<file path="src/rtl/core/assert_macros.svh">
// Assertion helpers shared by the RTL. Each use expects clk and rst_n in scope.
`ifndef ASSERT_MACROS_SVH
`define ASSERT_MACROS_SVH

// Property holds at every clock edge outside reset.
`define RMA_ASSERT_ALWAYS(lbl, prop, msg) \
  lbl: assert property (@(posedge clk) disable iff (!rst_n) (prop)) \
    else $error(msg);

// Consequent holds in the cycle after the antecedent.
`define RMA_ASSERT_NEXT(lbl, ante, cons, msg) \
  `RMA_ASSERT_ALWAYS(lbl, (ante) |=> (cons), msg)

`endif

</file>
<file path="src/rtl/core/rma_pkg.sv">
`timescale 1ns / 1ps
// ----------------------------------------------------------------------------
// rma_pkg
// Shared widths, codes and types of the ring module allocator.
// ----------------------------------------------------------------------------
package rma_pkg;

  localparam int DIST_W  = 6;
  localparam int OWNER_W = 5;
  localparam int NODE_W  = 6;

  localparam logic [DIST_W-1:0]  UNREACHED = 6'd63;
  localparam logic [OWNER_W-1:0] OWNER_FREE = 5'd0;

  localparam logic MODE_PREP  = 1'b0;
  localparam logic MODE_PICK  = 1'b1;
  localparam logic FIND_ALLOC = 1'b0;
  localparam logic FIND_REL   = 1'b1;

  // Control of the node state memory.
  typedef struct packed {
    logic rd_en;
    logic wr_en;
    logic clr_dist;
    logic clr_own;
  } mem_ctl_t;

endpackage

</file>
<file path="src/rtl/core/rma_if.sv">
`timescale 1ns / 1ps
// ----------------------------------------------------------------------------
// rma_in_if / rma_out_if
// Valid/ready channels for request beats and result beats.
// ----------------------------------------------------------------------------
interface rma_in_if;
  logic                       valid;
  logic                       ready;
  logic                       mode;
  logic [rma_pkg::OWNER_W-1:0] pile_id;
  logic [rma_pkg::NODE_W-1:0]  start_node;
  logic                       pick_kind;

  modport source (output valid, output mode, output pile_id, output start_node,
                  output pick_kind, input ready);
  modport sink   (input valid, input mode, input pile_id, input start_node,
                  input pick_kind, output ready);
endinterface

interface rma_out_if;
  logic                      valid;
  logic                      ready;
  logic                      found;
  logic [rma_pkg::NODE_W-1:0] picked_node;

  modport source (output valid, output found, output picked_node, input ready);
  modport sink   (input valid, input found, input picked_node, output ready);
endinterface

</file>
<file path="src/rtl/core/rma_state_mem.sv">
`timescale 1ns / 1ps
// ----------------------------------------------------------------------------
// rma_state_mem
// Per-node owner and distance store, one read and one write a cycle.
// Valid bits give reset values: distance unreached, owner free.
// ----------------------------------------------------------------------------
module rma_state_mem #(
  parameter int DEPTH = 32,
  parameter int AW    = 5
) (
  input  logic                          clk,
  input  logic                          rst_n,
  input  rma_pkg::mem_ctl_t             ctl,
  input  logic [AW-1:0]                 rd_addr,
  input  logic [AW-1:0]                 wr_addr,
  input  logic [rma_pkg::OWNER_W-1:0]   wr_owner,
  input  logic [rma_pkg::DIST_W-1:0]    wr_dist,
  output logic [rma_pkg::OWNER_W-1:0]   rd_owner,
  output logic [rma_pkg::DIST_W-1:0]    rd_dist
);

  localparam int WW = rma_pkg::OWNER_W + rma_pkg::DIST_W;

  logic [WW-1:0]    mem [DEPTH];
  logic [WW-1:0]    rd_word_r;
  logic [DEPTH-1:0] dist_vld_r;
  logic [DEPTH-1:0] own_vld_r;
  logic             rd_dv_r;
  logic             rd_ov_r;

  always_ff @(posedge clk) begin
    if (ctl.wr_en) begin
      mem[wr_addr] <= {wr_owner, wr_dist};
    end
    if (ctl.rd_en) begin
      rd_word_r <= mem[rd_addr];
    end
  end

  always_ff @(posedge clk) begin
    if (!rst_n) begin
      dist_vld_r <= '0;
      own_vld_r  <= '0;
      rd_dv_r    <= 1'b0;
      rd_ov_r    <= 1'b0;
    end else begin
      if (ctl.rd_en) begin
        rd_dv_r <= dist_vld_r[rd_addr];
        rd_ov_r <= own_vld_r[rd_addr];
      end
      if (ctl.clr_dist) begin
        dist_vld_r <= '0;
      end
      if (ctl.clr_own) begin
        own_vld_r <= '0;
      end
      if (ctl.wr_en) begin
        dist_vld_r[wr_addr] <= 1'b1;
        own_vld_r[wr_addr]  <= 1'b1;
      end
    end
  end

  assign rd_owner = rd_ov_r ? rd_word_r[WW-1:rma_pkg::DIST_W] : rma_pkg::OWNER_FREE;
  assign rd_dist  = rd_dv_r ? rd_word_r[rma_pkg::DIST_W-1:0] : rma_pkg::UNREACHED;

endmodule

</file>
<file path="src/rtl/core/rma_queue_mem.sv">
`timescale 1ns / 1ps
// ----------------------------------------------------------------------------
// rma_queue_mem
// Frontier queue of the distance pass: node and distance per entry.
// ----------------------------------------------------------------------------
module rma_queue_mem #(
  parameter int DEPTH = 32,
  parameter int AW    = 5,
  parameter int QW    = 12
) (
  input  logic          clk,
  input  logic          we,
  input  logic [AW-1:0] wa,
  input  logic [QW-1:0] wd,
  input  logic          re,
  input  logic [AW-1:0] ra,
  output logic [QW-1:0] rd
);

  logic [QW-1:0] mem [DEPTH];
  logic [QW-1:0] rd_r;

  always_ff @(posedge clk) begin
    if (we) begin
      mem[wa] <= wd;
    end
    if (re) begin
      rd_r <= mem[ra];
    end
  end

  assign rd = rd_r;

endmodule

</file>
<file path="src/rtl/core/ring_module_allocator.sv">
`timescale 1ns / 1ps
// Prepare: start-node check, then a dequeue and three neighbour reads per reached node, then report.
// Pick: anchor reduction, node_count state reads, write-back, then report.
// One item in flight; the single state-memory read port sets the pace.
// Reset: distances unreached, all nodes free, node_count = min(32, MAX_NODES even).
// Writing node_count frees all nodes at once and keeps distances.
// ----------------------------------------------------------------------------
// ring_module_allocator
// Lock table and distance pass over a ring with opposite-node links.
// ----------------------------------------------------------------------------
`include "assert_macros.svh"

module ring_module_allocator #(
  parameter int MAX_NODES = 32
) (
  input  logic              clk,
  input  logic              rst_n,
  rma_in_if.sink            in_ch,
  rma_out_if.source         out_ch,
  input  logic              cfg_wr_en,
  input  logic [5:0]        cfg_wr_data
);

  localparam int NW = $clog2(MAX_NODES + 1);
  localparam int AW = $clog2(MAX_NODES);
  localparam int XW = ((NW > rma_pkg::NODE_W) ? NW : rma_pkg::NODE_W) + 1;
  localparam int DW = rma_pkg::DIST_W;
  localparam int OW = rma_pkg::OWNER_W;
  localparam int QW = NW + DW;
  localparam int N_MAX_I = MAX_NODES - (MAX_NODES % 2);
  localparam int N_RST_I = (N_MAX_I < 32) ? N_MAX_I : 32;
  localparam logic [NW-1:0] N_MAX = NW'(N_MAX_I);
  localparam logic [NW-1:0] N_RST = NW'(N_RST_I);

  localparam logic [3:0] S_IDLE = 4'd0;
  localparam logic [3:0] S_PCHK = 4'd1;
  localparam logic [3:0] S_DEQ  = 4'd2;
  localparam logic [3:0] S_DQW  = 4'd3;
  localparam logic [3:0] S_NB   = 4'd4;
  localparam logic [3:0] S_ARED = 4'd5;
  localparam logic [3:0] S_SCAN = 4'd6;
  localparam logic [3:0] S_PWR  = 4'd7;
  localparam logic [3:0] S_FIN  = 4'd8;

  logic [3:0]    st_r, st_nxt;
  logic [NW-1:0] n_r;
  logic [OW-1:0] pile_r, pile_nxt;
  logic [rma_pkg::NODE_W-1:0] start_r, start_nxt;
  logic          rel_r, rel_nxt;
  logic [XW-1:0] anchor_r, anchor_nxt;
  logic [NW-1:0] head_r, head_nxt, tail_r, tail_nxt;
  logic [NW-1:0] u_r, u_nxt;
  logic [DW-1:0] du_r, du_nxt;
  logic [1:0]    k_r, k_nxt;
  logic [NW-1:0] lp_r, lp_nxt, rp_r, rp_nxt, rdnode_r, rdnode_nxt;
  logic          side_r, side_nxt;
  logic [NW-1:0] cnt_r, cnt_nxt;
  logic [NW-1:0] best_r, best_nxt;
  logic [DW-1:0] bestd_r, bestd_nxt;
  logic          out_valid_r, out_found_r, out_load;
  logic [rma_pkg::NODE_W-1:0] out_picked_r;
  logic [XW-1:0] picked_ext;
  logic          in_fire;
  logic          bfs_act;

  rma_pkg::mem_ctl_t ctl;
  logic [AW-1:0] sm_rd_addr, sm_wr_addr;
  logic [OW-1:0] sm_wr_owner, sm_rd_owner;
  logic [DW-1:0] sm_wr_dist, sm_rd_dist;
  logic          q_we, q_re;
  logic [AW-1:0] q_wa, q_ra;
  logic [QW-1:0] q_wd, q_rd;

  logic [NW-1:0] v_node, anc, nl, nr;
  logic          can_pass;
  logic [6:0]    cfg_v;

  function automatic logic [AW-1:0] to_addr(input logic [NW-1:0] nd);
    logic [NW-1:0] t;
    t = nd - 1'b1;
    return t[AW-1:0];
  endfunction

  function automatic logic [NW-1:0] nbr(input logic [NW-1:0] u, input logic [1:0] k,
                                        input logic [NW-1:0] n);
    logic [NW-1:0] half;
    logic [NW-1:0] r;
    half = n >> 1;
    case (k)
      2'd0:    r = (u == NW'(1)) ? n : u - 1'b1;
      2'd1:    r = (u == n) ? NW'(1) : u + 1'b1;
      default: r = (u > half) ? u - half : u + half;
    endcase
    return r;
  endfunction

  rma_state_mem #(.DEPTH(MAX_NODES), .AW(AW)) u_state (
    .clk      (clk),
    .rst_n    (rst_n),
    .ctl      (ctl),
    .rd_addr  (sm_rd_addr),
    .wr_addr  (sm_wr_addr),
    .wr_owner (sm_wr_owner),
    .wr_dist  (sm_wr_dist),
    .rd_owner (sm_rd_owner),
    .rd_dist  (sm_rd_dist)
  );

  rma_queue_mem #(.DEPTH(MAX_NODES), .AW(AW), .QW(QW)) u_queue (
    .clk (clk),
    .we  (q_we),
    .wa  (q_wa),
    .wd  (q_wd),
    .re  (q_re),
    .ra  (q_ra),
    .rd  (q_rd)
  );

  assign in_ch.ready = (st_r == S_IDLE);
  assign in_fire     = in_ch.valid && in_ch.ready;
  assign cfg_v       = {1'b0, cfg_wr_data & 6'h3E};
  assign picked_ext  = XW'(best_r);
  assign bfs_act     = (st_r == S_DEQ || st_r == S_DQW || st_r == S_NB);

  always_comb begin
    st_nxt     = st_r;
    pile_nxt   = pile_r;
    start_nxt  = start_r;
    rel_nxt    = rel_r;
    anchor_nxt = anchor_r;
    head_nxt   = head_r;
    tail_nxt   = tail_r;
    u_nxt      = u_r;
    du_nxt     = du_r;
    k_nxt      = k_r;
    lp_nxt     = lp_r;
    rp_nxt     = rp_r;
    rdnode_nxt = rdnode_r;
    side_nxt   = side_r;
    cnt_nxt    = cnt_r;
    best_nxt   = best_r;
    bestd_nxt  = bestd_r;
    out_load   = 1'b0;
    ctl        = '0;
    ctl.clr_own = cfg_wr_en;
    sm_rd_addr  = '0;
    sm_wr_addr  = '0;
    sm_wr_owner = '0;
    sm_wr_dist  = '0;
    q_we = 1'b0;
    q_wa = '0;
    q_wd = '0;
    q_re = 1'b0;
    q_ra = '0;
    v_node = nbr(u_r, k_r, n_r);
    can_pass = rel_r ? (sm_rd_owner == pile_r)
                     : (sm_rd_owner == rma_pkg::OWNER_FREE || sm_rd_owner == pile_r);
    anc = (anchor_r == '0) ? n_r : NW'(anchor_r);
    nl  = (lp_r == NW'(1)) ? n_r : lp_r - 1'b1;
    nr  = (rp_r == n_r) ? NW'(1) : rp_r + 1'b1;

    unique case (st_r)
      S_IDLE: begin
        if (in_fire) begin
          pile_nxt  = in_ch.pile_id;
          start_nxt = in_ch.start_node;
          rel_nxt   = in_ch.pick_kind;
          best_nxt  = '0;
          if (in_ch.mode == rma_pkg::MODE_PREP) begin
            ctl.clr_dist = 1'b1;
            if (in_ch.pile_id == '0 || in_ch.start_node == '0 ||
                XW'(in_ch.start_node) > XW'(n_r)) begin
              st_nxt = S_FIN;
            end else begin
              ctl.rd_en  = 1'b1;
              sm_rd_addr = to_addr(NW'(in_ch.start_node));
              st_nxt     = S_PCHK;
            end
          end else if (in_ch.pile_id == '0) begin
            st_nxt = S_FIN;
          end else begin
            anchor_nxt = (in_ch.pick_kind == rma_pkg::FIND_REL)
                         ? XW'(in_ch.start_node) + XW'(n_r >> 1) : XW'(in_ch.start_node);
            st_nxt = S_ARED;
          end
        end
      end
      S_PCHK: begin
        if (sm_rd_owner != rma_pkg::OWNER_FREE && sm_rd_owner != pile_r) begin
          st_nxt = S_FIN;
        end else begin
          ctl.wr_en   = 1'b1;
          sm_wr_addr  = to_addr(NW'(start_r));
          sm_wr_owner = sm_rd_owner;
          sm_wr_dist  = '0;
          q_we     = 1'b1;
          q_wa     = '0;
          q_wd     = {NW'(start_r), DW'(0)};
          head_nxt = '0;
          tail_nxt = NW'(1);
          st_nxt   = S_DEQ;
        end
      end
      S_DEQ: begin
        if (head_r == tail_r) begin
          st_nxt = S_FIN;
        end else begin
          q_re     = 1'b1;
          q_ra     = head_r[AW-1:0];
          head_nxt = head_r + 1'b1;
          st_nxt   = S_DQW;
        end
      end
      S_DQW: begin
        u_nxt      = q_rd[QW-1:DW];
        du_nxt     = q_rd[DW-1:0];
        k_nxt      = 2'd0;
        ctl.rd_en  = 1'b1;
        sm_rd_addr = to_addr(nbr(q_rd[QW-1:DW], 2'd0, n_r));
        st_nxt     = S_NB;
      end
      S_NB: begin
        if (can_pass && sm_rd_dist == rma_pkg::UNREACHED) begin
          ctl.wr_en   = 1'b1;
          sm_wr_addr  = to_addr(v_node);
          sm_wr_owner = sm_rd_owner;
          sm_wr_dist  = du_r + 1'b1;
          q_we     = 1'b1;
          q_wa     = tail_r[AW-1:0];
          q_wd     = {v_node, DW'(du_r + 1'b1)};
          tail_nxt = tail_r + 1'b1;
        end
        if (k_r == 2'd2) begin
          st_nxt = S_DEQ;
        end else begin
          k_nxt      = k_r + 1'b1;
          ctl.rd_en  = 1'b1;
          sm_rd_addr = to_addr(nbr(u_r, k_r + 1'b1, n_r));
        end
      end
      S_ARED: begin
        // reduce the anchor into 1..node_count, one subtract per cycle
        if (anchor_r > XW'(n_r)) begin
          anchor_nxt = anchor_r - XW'(n_r);
        end else begin
          ctl.rd_en  = 1'b1;
          sm_rd_addr = to_addr(anc);
          rdnode_nxt = anc;
          lp_nxt     = anc;
          rp_nxt     = anc;
          side_nxt   = 1'b0;
          cnt_nxt    = NW'(1);
          st_nxt     = S_SCAN;
        end
      end
      S_SCAN: begin
        if (sm_rd_dist != rma_pkg::UNREACHED) begin
          if (rel_r) begin
            if (sm_rd_owner == pile_r && (best_r == '0 || sm_rd_dist > bestd_r)) begin
              best_nxt  = rdnode_r;
              bestd_nxt = sm_rd_dist;
            end
          end else if (best_r == '0 || sm_rd_dist < bestd_r) begin
            best_nxt  = rdnode_r;
            bestd_nxt = sm_rd_dist;
          end
        end
        if (cnt_r == n_r) begin
          st_nxt = S_PWR;
        end else begin
          // alternate sides: left first, then right
          ctl.rd_en = 1'b1;
          if (!side_r) begin
            lp_nxt     = nl;
            rdnode_nxt = nl;
            sm_rd_addr = to_addr(nl);
          end else begin
            rp_nxt     = nr;
            rdnode_nxt = nr;
            sm_rd_addr = to_addr(nr);
          end
          side_nxt = ~side_r;
          cnt_nxt  = cnt_r + 1'b1;
        end
      end
      S_PWR: begin
        if (best_r != '0) begin
          ctl.wr_en   = 1'b1;
          sm_wr_addr  = to_addr(best_r);
          sm_wr_owner = rel_r ? rma_pkg::OWNER_FREE : pile_r;
          sm_wr_dist  = rma_pkg::UNREACHED;
        end
        st_nxt = S_FIN;
      end
      S_FIN: begin
        if (!out_valid_r || out_ch.ready) begin
          out_load = 1'b1;
          st_nxt   = S_IDLE;
        end
      end
      default: begin
        st_nxt = S_IDLE;
      end
    endcase
  end

  always_ff @(posedge clk) begin
    if (!rst_n) begin
      st_r        <= S_IDLE;
      n_r         <= N_RST;
      out_valid_r <= 1'b0;
      head_r      <= '0;
      tail_r      <= '0;
    end else begin
      st_r   <= st_nxt;
      head_r <= head_nxt;
      tail_r <= tail_nxt;
      if (cfg_wr_en) begin
        if (cfg_v < 7'd4) begin
          n_r <= NW'(4);
        end else if (cfg_v > 7'(N_MAX_I)) begin
          n_r <= N_MAX;
        end else begin
          n_r <= NW'(cfg_v);
        end
      end
      if (out_load) begin
        out_valid_r <= 1'b1;
      end else if (out_ch.ready) begin
        out_valid_r <= 1'b0;
      end
    end
  end

  always_ff @(posedge clk) begin
    pile_r   <= pile_nxt;
    start_r  <= start_nxt;
    rel_r    <= rel_nxt;
    anchor_r <= anchor_nxt;
    u_r      <= u_nxt;
    du_r     <= du_nxt;
    k_r      <= k_nxt;
    lp_r     <= lp_nxt;
    rp_r     <= rp_nxt;
    rdnode_r <= rdnode_nxt;
    side_r   <= side_nxt;
    cnt_r    <= cnt_nxt;
    best_r   <= best_nxt;
    bestd_r  <= bestd_nxt;
    if (out_load) begin
      out_found_r  <= (best_r != '0);
      out_picked_r <= picked_ext[rma_pkg::NODE_W-1:0];
    end
  end

  assign out_ch.valid       = out_valid_r;
  assign out_ch.found       = out_found_r;
  assign out_ch.picked_node = out_picked_r;

  `RMA_ASSERT_NEXT(a_busy_after_accept, in_fire, st_r != S_IDLE, "accepted beat left block idle")
  `RMA_ASSERT_ALWAYS(a_head_le_tail, bfs_act |-> head_r <= tail_r, "queue head passed tail")
  `RMA_ASSERT_ALWAYS(a_tail_bound, (st_r == S_NB) |-> tail_r <= n_r, "queue exceeds ring")

endmodule

</file>
<file path="src/flat_wrapper.sv">
// flat-port wrapper written by rule: the top's interface ports become plain ports
module ring_module_allocator_flat 
#(
  parameter int MAX_NODES = 32
)
  (clk, rst_n, cfg_wr_en, cfg_wr_data, in_ch_valid, in_ch_mode, in_ch_pile_id, in_ch_start_node, in_ch_pick_kind, in_ch_ready, out_ch_valid, out_ch_found, out_ch_picked_node, out_ch_ready);
  rma_in_if in_ch_i ();
  rma_out_if out_ch_i ();
  input  logic clk;
  input  logic rst_n;
  input  logic cfg_wr_en;
  input  logic [5:0] cfg_wr_data;
  input wire logic [$bits(in_ch_i.valid)-1:0] in_ch_valid;
  input wire logic [$bits(in_ch_i.mode)-1:0] in_ch_mode;
  input wire logic [$bits(in_ch_i.pile_id)-1:0] in_ch_pile_id;
  input wire logic [$bits(in_ch_i.start_node)-1:0] in_ch_start_node;
  input wire logic [$bits(in_ch_i.pick_kind)-1:0] in_ch_pick_kind;
  output wire logic [$bits(in_ch_i.ready)-1:0] in_ch_ready;
  output wire logic [$bits(out_ch_i.valid)-1:0] out_ch_valid;
  output wire logic [$bits(out_ch_i.found)-1:0] out_ch_found;
  output wire logic [$bits(out_ch_i.picked_node)-1:0] out_ch_picked_node;
  input wire logic [$bits(out_ch_i.ready)-1:0] out_ch_ready;
  assign in_ch_i.valid = in_ch_valid;
  assign in_ch_i.mode = in_ch_mode;
  assign in_ch_i.pile_id = in_ch_pile_id;
  assign in_ch_i.start_node = in_ch_start_node;
  assign in_ch_i.pick_kind = in_ch_pick_kind;
  assign in_ch_ready = in_ch_i.ready;
  assign out_ch_valid = out_ch_i.valid;
  assign out_ch_found = out_ch_i.found;
  assign out_ch_picked_node = out_ch_i.picked_node;
  assign out_ch_i.ready = out_ch_ready;
  ring_module_allocator #(.MAX_NODES(MAX_NODES)) u_core (.clk(clk), .rst_n(rst_n), .in_ch(in_ch_i), .out_ch(out_ch_i), .cfg_wr_en(cfg_wr_en), .cfg_wr_data(cfg_wr_data));
endmodule
</file>
<file path="config.mk">
export PLATFORM = sky130hd
export DESIGN_NAME = ring_module_allocator_flat
export DESIGN_NICKNAME = d
export VERILOG_FILES = /design/src/rtl/core/rma_pkg.sv /design/src/rtl/core/rma_if.sv /design/src/rtl/core/rma_state_mem.sv /design/src/rtl/core/rma_queue_mem.sv /design/src/rtl/core/ring_module_allocator.sv /design/src/flat_wrapper.sv
export VERILOG_INCLUDE_DIRS = /design/src /design/src/rtl/core
export SDC_FILE = /design/constraint.sdc
export NUM_CORES = 1
export LEC_CHECK = 0
export BUFFER_PORTS_ARGS = -buffer_cell sky130_fd_sc_hd__buf_2
export CAP_MARGIN = 20
export CORE_ASPECT_RATIO = 1.4
export CORE_MARGIN = 2
export CORE_UTILIZATION = 60
export DETAILED_ROUTE_END_ITERATION = 16
export PLACE_DENSITY = 0.76
export SLEW_MARGIN = 20
export SYNTH_ARGS = -nofsm -noshare
export SYNTH_HDL_FRONTEND = slang
export SYNTH_SLANG_ARGS = --single-unit
</file>
<file path="constraint.sdc">
create_clock -name clk -period 10.3 [get_ports clk]
set_clock_uncertainty 0.05 [all_clocks]
set_input_delay 1.545 -clock clk [delete_from_list [all_inputs] [get_ports clk]]
set_output_delay 1.545 -clock clk [all_outputs]
set_load 0.02 [all_outputs]
</file>
# After elaboration in Yosys (flattened, before gate mapping)
# Memory sizes are Yosys's and may differ from the RTL's. A register that Yosys moved wholly into a read port is not among the register bits.
# Cells that the tools add are included.
[classes] n_mux=131 n_bitwise=3 div=0 mul=0 shifts=0 order_cmp=10 reduce_logical=41 n_eq_ne=41 add_sub_neg=23
[op_table] op="$mux 32" n=6
[op_table] op="$mux 6" n=32
[op_table] op="$mux 5" n=23
[op_table] op="$pmux 6 s2" n=9
[op_table] op="$or 32x32->32" n=2
[op_table] op="$sub 5x1->5 const B" n=10
[op_table] op="$mux 4" n=10
[op_table] op="$add 6x1->6 const B" n=6
[op_table] op="$pmux 4 s9" n=1
[op_table] op="$mux 7" n=5
[op_table] op="$pmux 5 s3" n=2
[op_table] op="$mux 1" n=28
[op_table] op="$pmux 5 s5" n=1
[op_table] op="$eq 6x6->1" n=4
[op_table] op="$mux 12" n=2
[op_table] op="$ne 2x2->1 const B" n=12
[op_table] op="$pmux 12 s2" n=1
[op_table] op="$eq 6x1->1 const B" n=3
[op_table] op="$eq 4x3->1 const B" n=4
[op_table] op="$reduce_bool 2->1" n=8
[op_table] op="$reduce_and 5->1" n=3
[op_table] op="$pmux 7 s2" n=1
[op_table] op="$gt 6x6->1" n=2
[op_table] op="$logic_not 6->1" n=2
[op_table] op="46 further kinds" n=72
[totals] memories=2 wordCells=276 regBits=166 latch_bits=0 output_inout_bits=9 romBits=0 in_bits=24 mem_bits_rw=736
[mem_list] name="u_core.u_queue.mem" depth=32 word_bits=12 rd=1 rd_ports_with_merged_regs=1 wr=1 line="rma_queue_mem.sv:20" source="logic [QW-1:0] mem [DEPTH];"
[mem_list] name="u_core.u_state.mem" depth=32 word_bits=11 rd=1 rd_ports_with_merged_regs=1 wr=1 line="rma_state_mem.sv:24" source="logic [WW-1:0] mem [DEPTH];"

# Longest topological paths before layout
[depth] depth_word=13 depth_mapped=19 ltp_nobuf=17

# Modules after synthesis
# Synthesis repeated with hierarchy kept, for this count alone.
[hier_totals] hier_cells=2579 area_unflattened_um2=40147.3
[by_module_without_submodules] mod="rma_state_mem" area_each_um2=16878.7 cells_per_inst=871 n_inst=1 seq_area_each_um2=12221.7
[by_module_without_submodules] mod="rma_queue_mem" area_each_um2=15588.7 cells_per_inst=868 n_inst=1 seq_area_each_um2=11891.4
[by_module_without_submodules] mod="ring_module_allocator" area_each_um2=7679.9 cells_per_inst=840 n_inst=1 seq_area_each_um2=2752.6

# Least setup slack after synthesis
# No wires, ideal clock.
[synth_path] path_kind="input-to-reg" from="input port in_ch_start_node[5]" to="register u_core.u_state.rd_word_r[9], read port of u_core.u_state.mem (data pin)" path_buffers=2 t_required_ns=9.989 setup_slack_ns=5.935 setup_time_ns=0.261 path_stages=13 t_arrival_ns=4.054 path_cell_list="ha_1 -> and3_1 -> o21ai_0 -> a22o_1 -> nand2_1 -> nor2_1 -> nor4_2 -> clkbuf_1 -> clkbuf_1 -> a21oi_1 -> mux2_2 -> o211ai_1 -> o21ai_1"
[synth_via] elab_chain_cells=7 word_cells_on_any_way=12 classes_between="1 x order compare; 8 x mux; 3 x reduce/logical"
[synth_lines] item="start, declared" line="flat_wrapper.sv:16" source="input wire logic [$bits(in_ch_i.start_node)-1:0] in_ch_start_node;"
[synth_lines] item="branches (longest 2 deep; another with $gt 6x6->1)"
[synth_lines] item="$logic_or 1x1->1 (*)" line="ring_module_allocator.sv:171" source="if (in_ch.pile_id == '0 || in_ch.start_node == '0 ||"
[synth_lines] item="$mux 5 or $mux 1 (tied branches)" line="ring_module_allocator.sv:171"
[synth_lines] item="$mux 5 or $mux 1 (tied branches)" line="ring_module_allocator.sv:169" source="if (in_ch.mode == rma_pkg::MODE_PREP) begin"
[synth_lines] item="$mux 5 or $mux 1 (tied branches)" line="ring_module_allocator.sv:164" source="if (in_fire) begin"
[synth_lines] item="$pmux 5 s5 or $pmux 1 s5 (tied branches)" line="ring_module_allocator.sv:162" source="unique case (st_r)"
[synth_lines] item="end, declared" line="rma_state_mem.sv:25" source="logic [WW-1:0] rd_word_r;"
# Every way passes the cells marked *.
# A chain may end at the register's enable or synchronous reset.

# Worst setup path in the final report
[layout_path] from="register u_core.n_r[4]" to="register u_core.u_state.rd_word_r[6], read port of u_core.u_state.mem (data pin)"
[layout_via] elab_chain_cells=8 word_cells_on_any_way=39 classes_between="7 x add/sub; 3 x order compare; 3 x eq/ne; 25 x mux; 1 x reduce/logical"
[layout_lines] item="start, declared" line="ring_module_allocator.sv:46" source="logic [NW-1:0] n_r;"
[layout_lines] item="start signal, assigned" line="ring_module_allocator.sv:324" source="n_r <= NW'(cfg_v);"
[layout_lines] item="$add 6x5->6 (tied with other cells)"
[layout_lines] item="$mux 6, on equally long branches" line="ring_module_allocator.sv:92, ring_module_allocator.sv:91"
[layout_lines] item="$pmux 5 s2" line="ring_module_allocator.sv:89" source="case (k)"
[layout_lines] item="$mux 5" line="ring_module_allocator.sv:233" source="if (k_r == 2'd2) begin"
[layout_lines] item="$mux 5" line="ring_module_allocator.sv:162"
[layout_lines] item="$sub 5x1->5" line="ring_module_allocator.sv:80" source="t = nd - 1'b1;"
[layout_lines] item="$mux 5" line="ring_module_allocator.sv:233"
[layout_lines] item="$pmux 5 s5" line="ring_module_allocator.sv:162"
# Parallel ways exist; a longest one is shown, timed or not. The select of a mux whose other input is x is not followed.

==> impl_metrics.ini <==
[sta]
drv_slew = 0
setup_viol = 0
slew_headroom = 0.2596
worst_pin_slew_ns = 1.106
rsz0062_at_grt = false
period_needed_ns = 6.032
period_share = 0.5856
fin_tns_setup_ns = 0
maxClockFrequency_mhz = 165.8
finalHoldViolCount = 0

[clock_tree]
htree_levels = 3
ctsResizeCount = 0
clk_pin_slew_ns = 0.06
cts_setup_buffers = 0
insertion_delay_ns = 0.64
numCtsBuffers = 84
cts_hold_buf = 0
cts.sinks = 924
cts_root_buffer = clkbuf_16
cts_tree = done
cts_buffer_depth = 3

[cells_and_area]
drive_gt1_frac = 0.1424
fin_area_mm2 = 0.04515
final_cells = 4137
nets = 3238
syn2layout_area_growth_pct = 9.065
antenna_cells = 0
fin_util = 0.6639

[synthesis]
synth_edf_count = 836
synthesis.instances = 3169
ys_seq_area_frac = 0.6490
ys_types = 97
ys_ff_latch = 924
synth-main-ff-cell = edfxtp_1
avgSynthCellArea_um2 = 13.06
synth_async_sr_flop_share = 0
netlist_area_mm2 = 0.04139
yosysWarningCount = 0
syn-num-nets = 3253

[placement]
numPortBuffers = 31
dpl.cell_count = 3987
detailed_place_hpwl_um = 58710
place.gp.congestion = 0.9104
placed_area_mm2 = 0.04245

[power]
p_per_area_mw_per_mm2 = 220.2
vdd_ir_drop_max_mv = 0.2081
total_power_mw = 9.943
p_leak_nw = 15.23

[setup_path]
reg2reg_slack_ns = 4.27
cp.required_ns = 10.63
cp.arrival_ns = 6.37
end_kind = register
critPathBufInv = 2
crit_type = register to register
worstSetupStartpointType = register
cp_cell_sequence = inv_1, ha_1, o21ai_0, a21oi_1, o31ai_1, nand2_1, o2111ai_4, buf_12, mux2_2, nor2_1, a21oi_1, mux2i_1, mux2i_1, mux2_2
cp_max_fo = 144
max_stage_delay_ns = 0.85
critPathSlowestCell = o2111ai_4
cp_top_family = compound AO/OA/AOI/OAI gates

[status]
status = finished, final reports clean

[drt]
totalWireLength_um = 92880
avgRoutedWirePerCell_um = 22.45
dr.pass1.iters = 5
ant_nets = 0
drcViolationCount = 0
drtIter0Drc = 2188
via_per_inst = 6.145
vias = 25422

[floorplan]
die_y_um = 314.8
die_area_mm2 = 0.07114
initial_core_util = 0.6087
num_rows = 113
ioPinCount = 33
floorplan.die.width_um = 226.0
core_area_mm2 = 0.06801

[global_route]
grt_pass1_vias = 25522
grt_usage = 0.2648
grt_pass1_wl_um = 143900
antenna_found_initial = 0
grt_max_degree = 197
overflow = 0

[job]
cap_violations = 0

[worst_hold_path]
holdCritPathClass = register to register
[worst reg2reg max path: cells and delay by family (launching register included)]
family | cells | cell delay [ns]
AO/OA/AOI/OAI | 5 | 1.75
adder cells (fa/ha/maj) | 1 | 0.43
buffers and inverters | 2 | 1.00
flip-flops | 1 | 0.67
multiplexers | 4 | 1.54
AND/OR/NAND/NOR | 2 | 0.35
[logic make-up (layout without fill, tap and decap cells)]
logic type	count (synthesis)	count (layout)	share of synthesized area
AOI/OAI and AO/OA	613	613	0.09579
xor gates and xnor gates	76	76	0.01608
adders and majority gates	60	60	0.01886
buffers and inverters	237	285	0.02376
DFF	924	924	0.6490
muxes	417	417	0.1056
and+or+nand+nor	842	842	0.09089
[state kept, by name, indices dropped and copies added, names as in the netlist, 4 cells and up]
name	count
u_core.anchor_r	7
u_core.best_r	6
u_core.bestd_r	6
u_core.cnt_r	6
u_core.du_r	6
u_core.head_r	6
u_core.lp_r	6
u_core.n_r	5
u_core.out_ch.picked_node	6
u_core.pile_r	5
u_core.rdnode_r	6
u_core.rp_r	6
u_core.st_r	4
u_core.start_r	6
u_core.tail_r	6
u_core.u_queue.mem	384
u_core.u_queue.rd	12
u_core.u_r	6
u_core.u_state.dist_vld_r	32
u_core.u_state.mem	352
u_core.u_state.own_vld_r	32
u_core.u_state.rd_word_r	11
[final cells by class]
class / instances / area, µm²
Sequential cell: 924 / 26870
Timing Repair Buffer: 82 / 563.0
Fill cell: 4849 / 22860
Tap cell: 920 / 1151
Clock inverter: 47 / 382.9
Inverter: 54 / 202.7
Multi-Input combinational cell: 2008 / 13740
Clock buffer: 102 / 2233
[per-stage QoR]
stage	setup WS, ns	hold WS, ns
final	4.268	0.3715
after global routing	3.938	0.3836
after CTS	4.340	0.3711
after detailed placement	4.221	0.3545
after global placement	4.299	0.3547
after floorplan	5.935	0.3503
[metal layers]
layer,global-route usage,routed length [µm],share of wire,up-vias
met1,0.3389,37040,0.40,12615
met5,0,0,0,-
met4,0.1194,3727,0.040,0
met3,0.02842,4650,0.050,192
met2,0.4567,47460,0.51,799
li1,-,-,-,11816
[path summary, 6_finish.rpt]
check | startpoint | depth (start not counted) | end
worst max-delay path | u_core.n_r[4] | 14 | u_core.u_state.rd_word_r[6]
worst min-delay path | u_core.u_queue.rd[2] | 0 | u_core.du_r[2]
worst max register to register | u_core.n_r[4] | 14 | u_core.u_state.rd_word_r[6]
worst min register to register | u_core.u_queue.rd[2] | 0 | u_core.du_r[2]
[power by group]
part	switching (mW)	leakage, nW	internal [mW]
clock	1.33	1.28	1.67
combinational	1.53	5.80	0.829
sequential	0.113	8.15	4.46
[Yosys cell counts, types with 15 or more instances]
cell type,instances,area (µm²)
clkbuf_1,116,435.4
mux2i_1,259,2592
nand3_1,89,445.4
xnor2_1,43,376.6
buf_2,30,150.1
dfxtp_1,88,1762
or3_1,15,93.84
o21ai_0,182,910.9
edfxtp_1,836,25100
inv_1,50,187.7
a21oi_1,128,640.6
xor2_1,33,289.0
buf_1,23,86.33
nand2_1,202,758.2
a22o_1,23,201.4
a21o_1,49,367.9
and2_1,15,93.84
o211ai_1,99,743.2
nor3_1,19,95.09
nand2b_1,27,168.9
mux2_2,158,1779
ha_1,56,700.7
nor2_1,383,1438
[cells in the final DEF (no fill, tap or decap), types with 49 or more instances in the layout]
| cell | netlist | layout |
|---|---|---|
| mux2_2 | 158 | 158 |
| buf_4 | 13 | 49 |
| nand2_1 | 202 | 199 |
| inv_1 | 50 | 50 |
| mux2i_1 | 259 | 259 |
| nor2_1 | 383 | 343 |
| ha_1 | 56 | 56 |
| dfxtp_1 | 88 | 86 |
| a21oi_1 | 128 | 128 |
| edfxtp_1 | 836 | 836 |
| o21ai_0 | 182 | 174 |
| nand3_1 | 89 | 89 |
| o211ai_1 | 99 | 99 |
| clkbuf_16 | 0 | 87 |
Note: power is estimated with default switching activity, not from simulation.
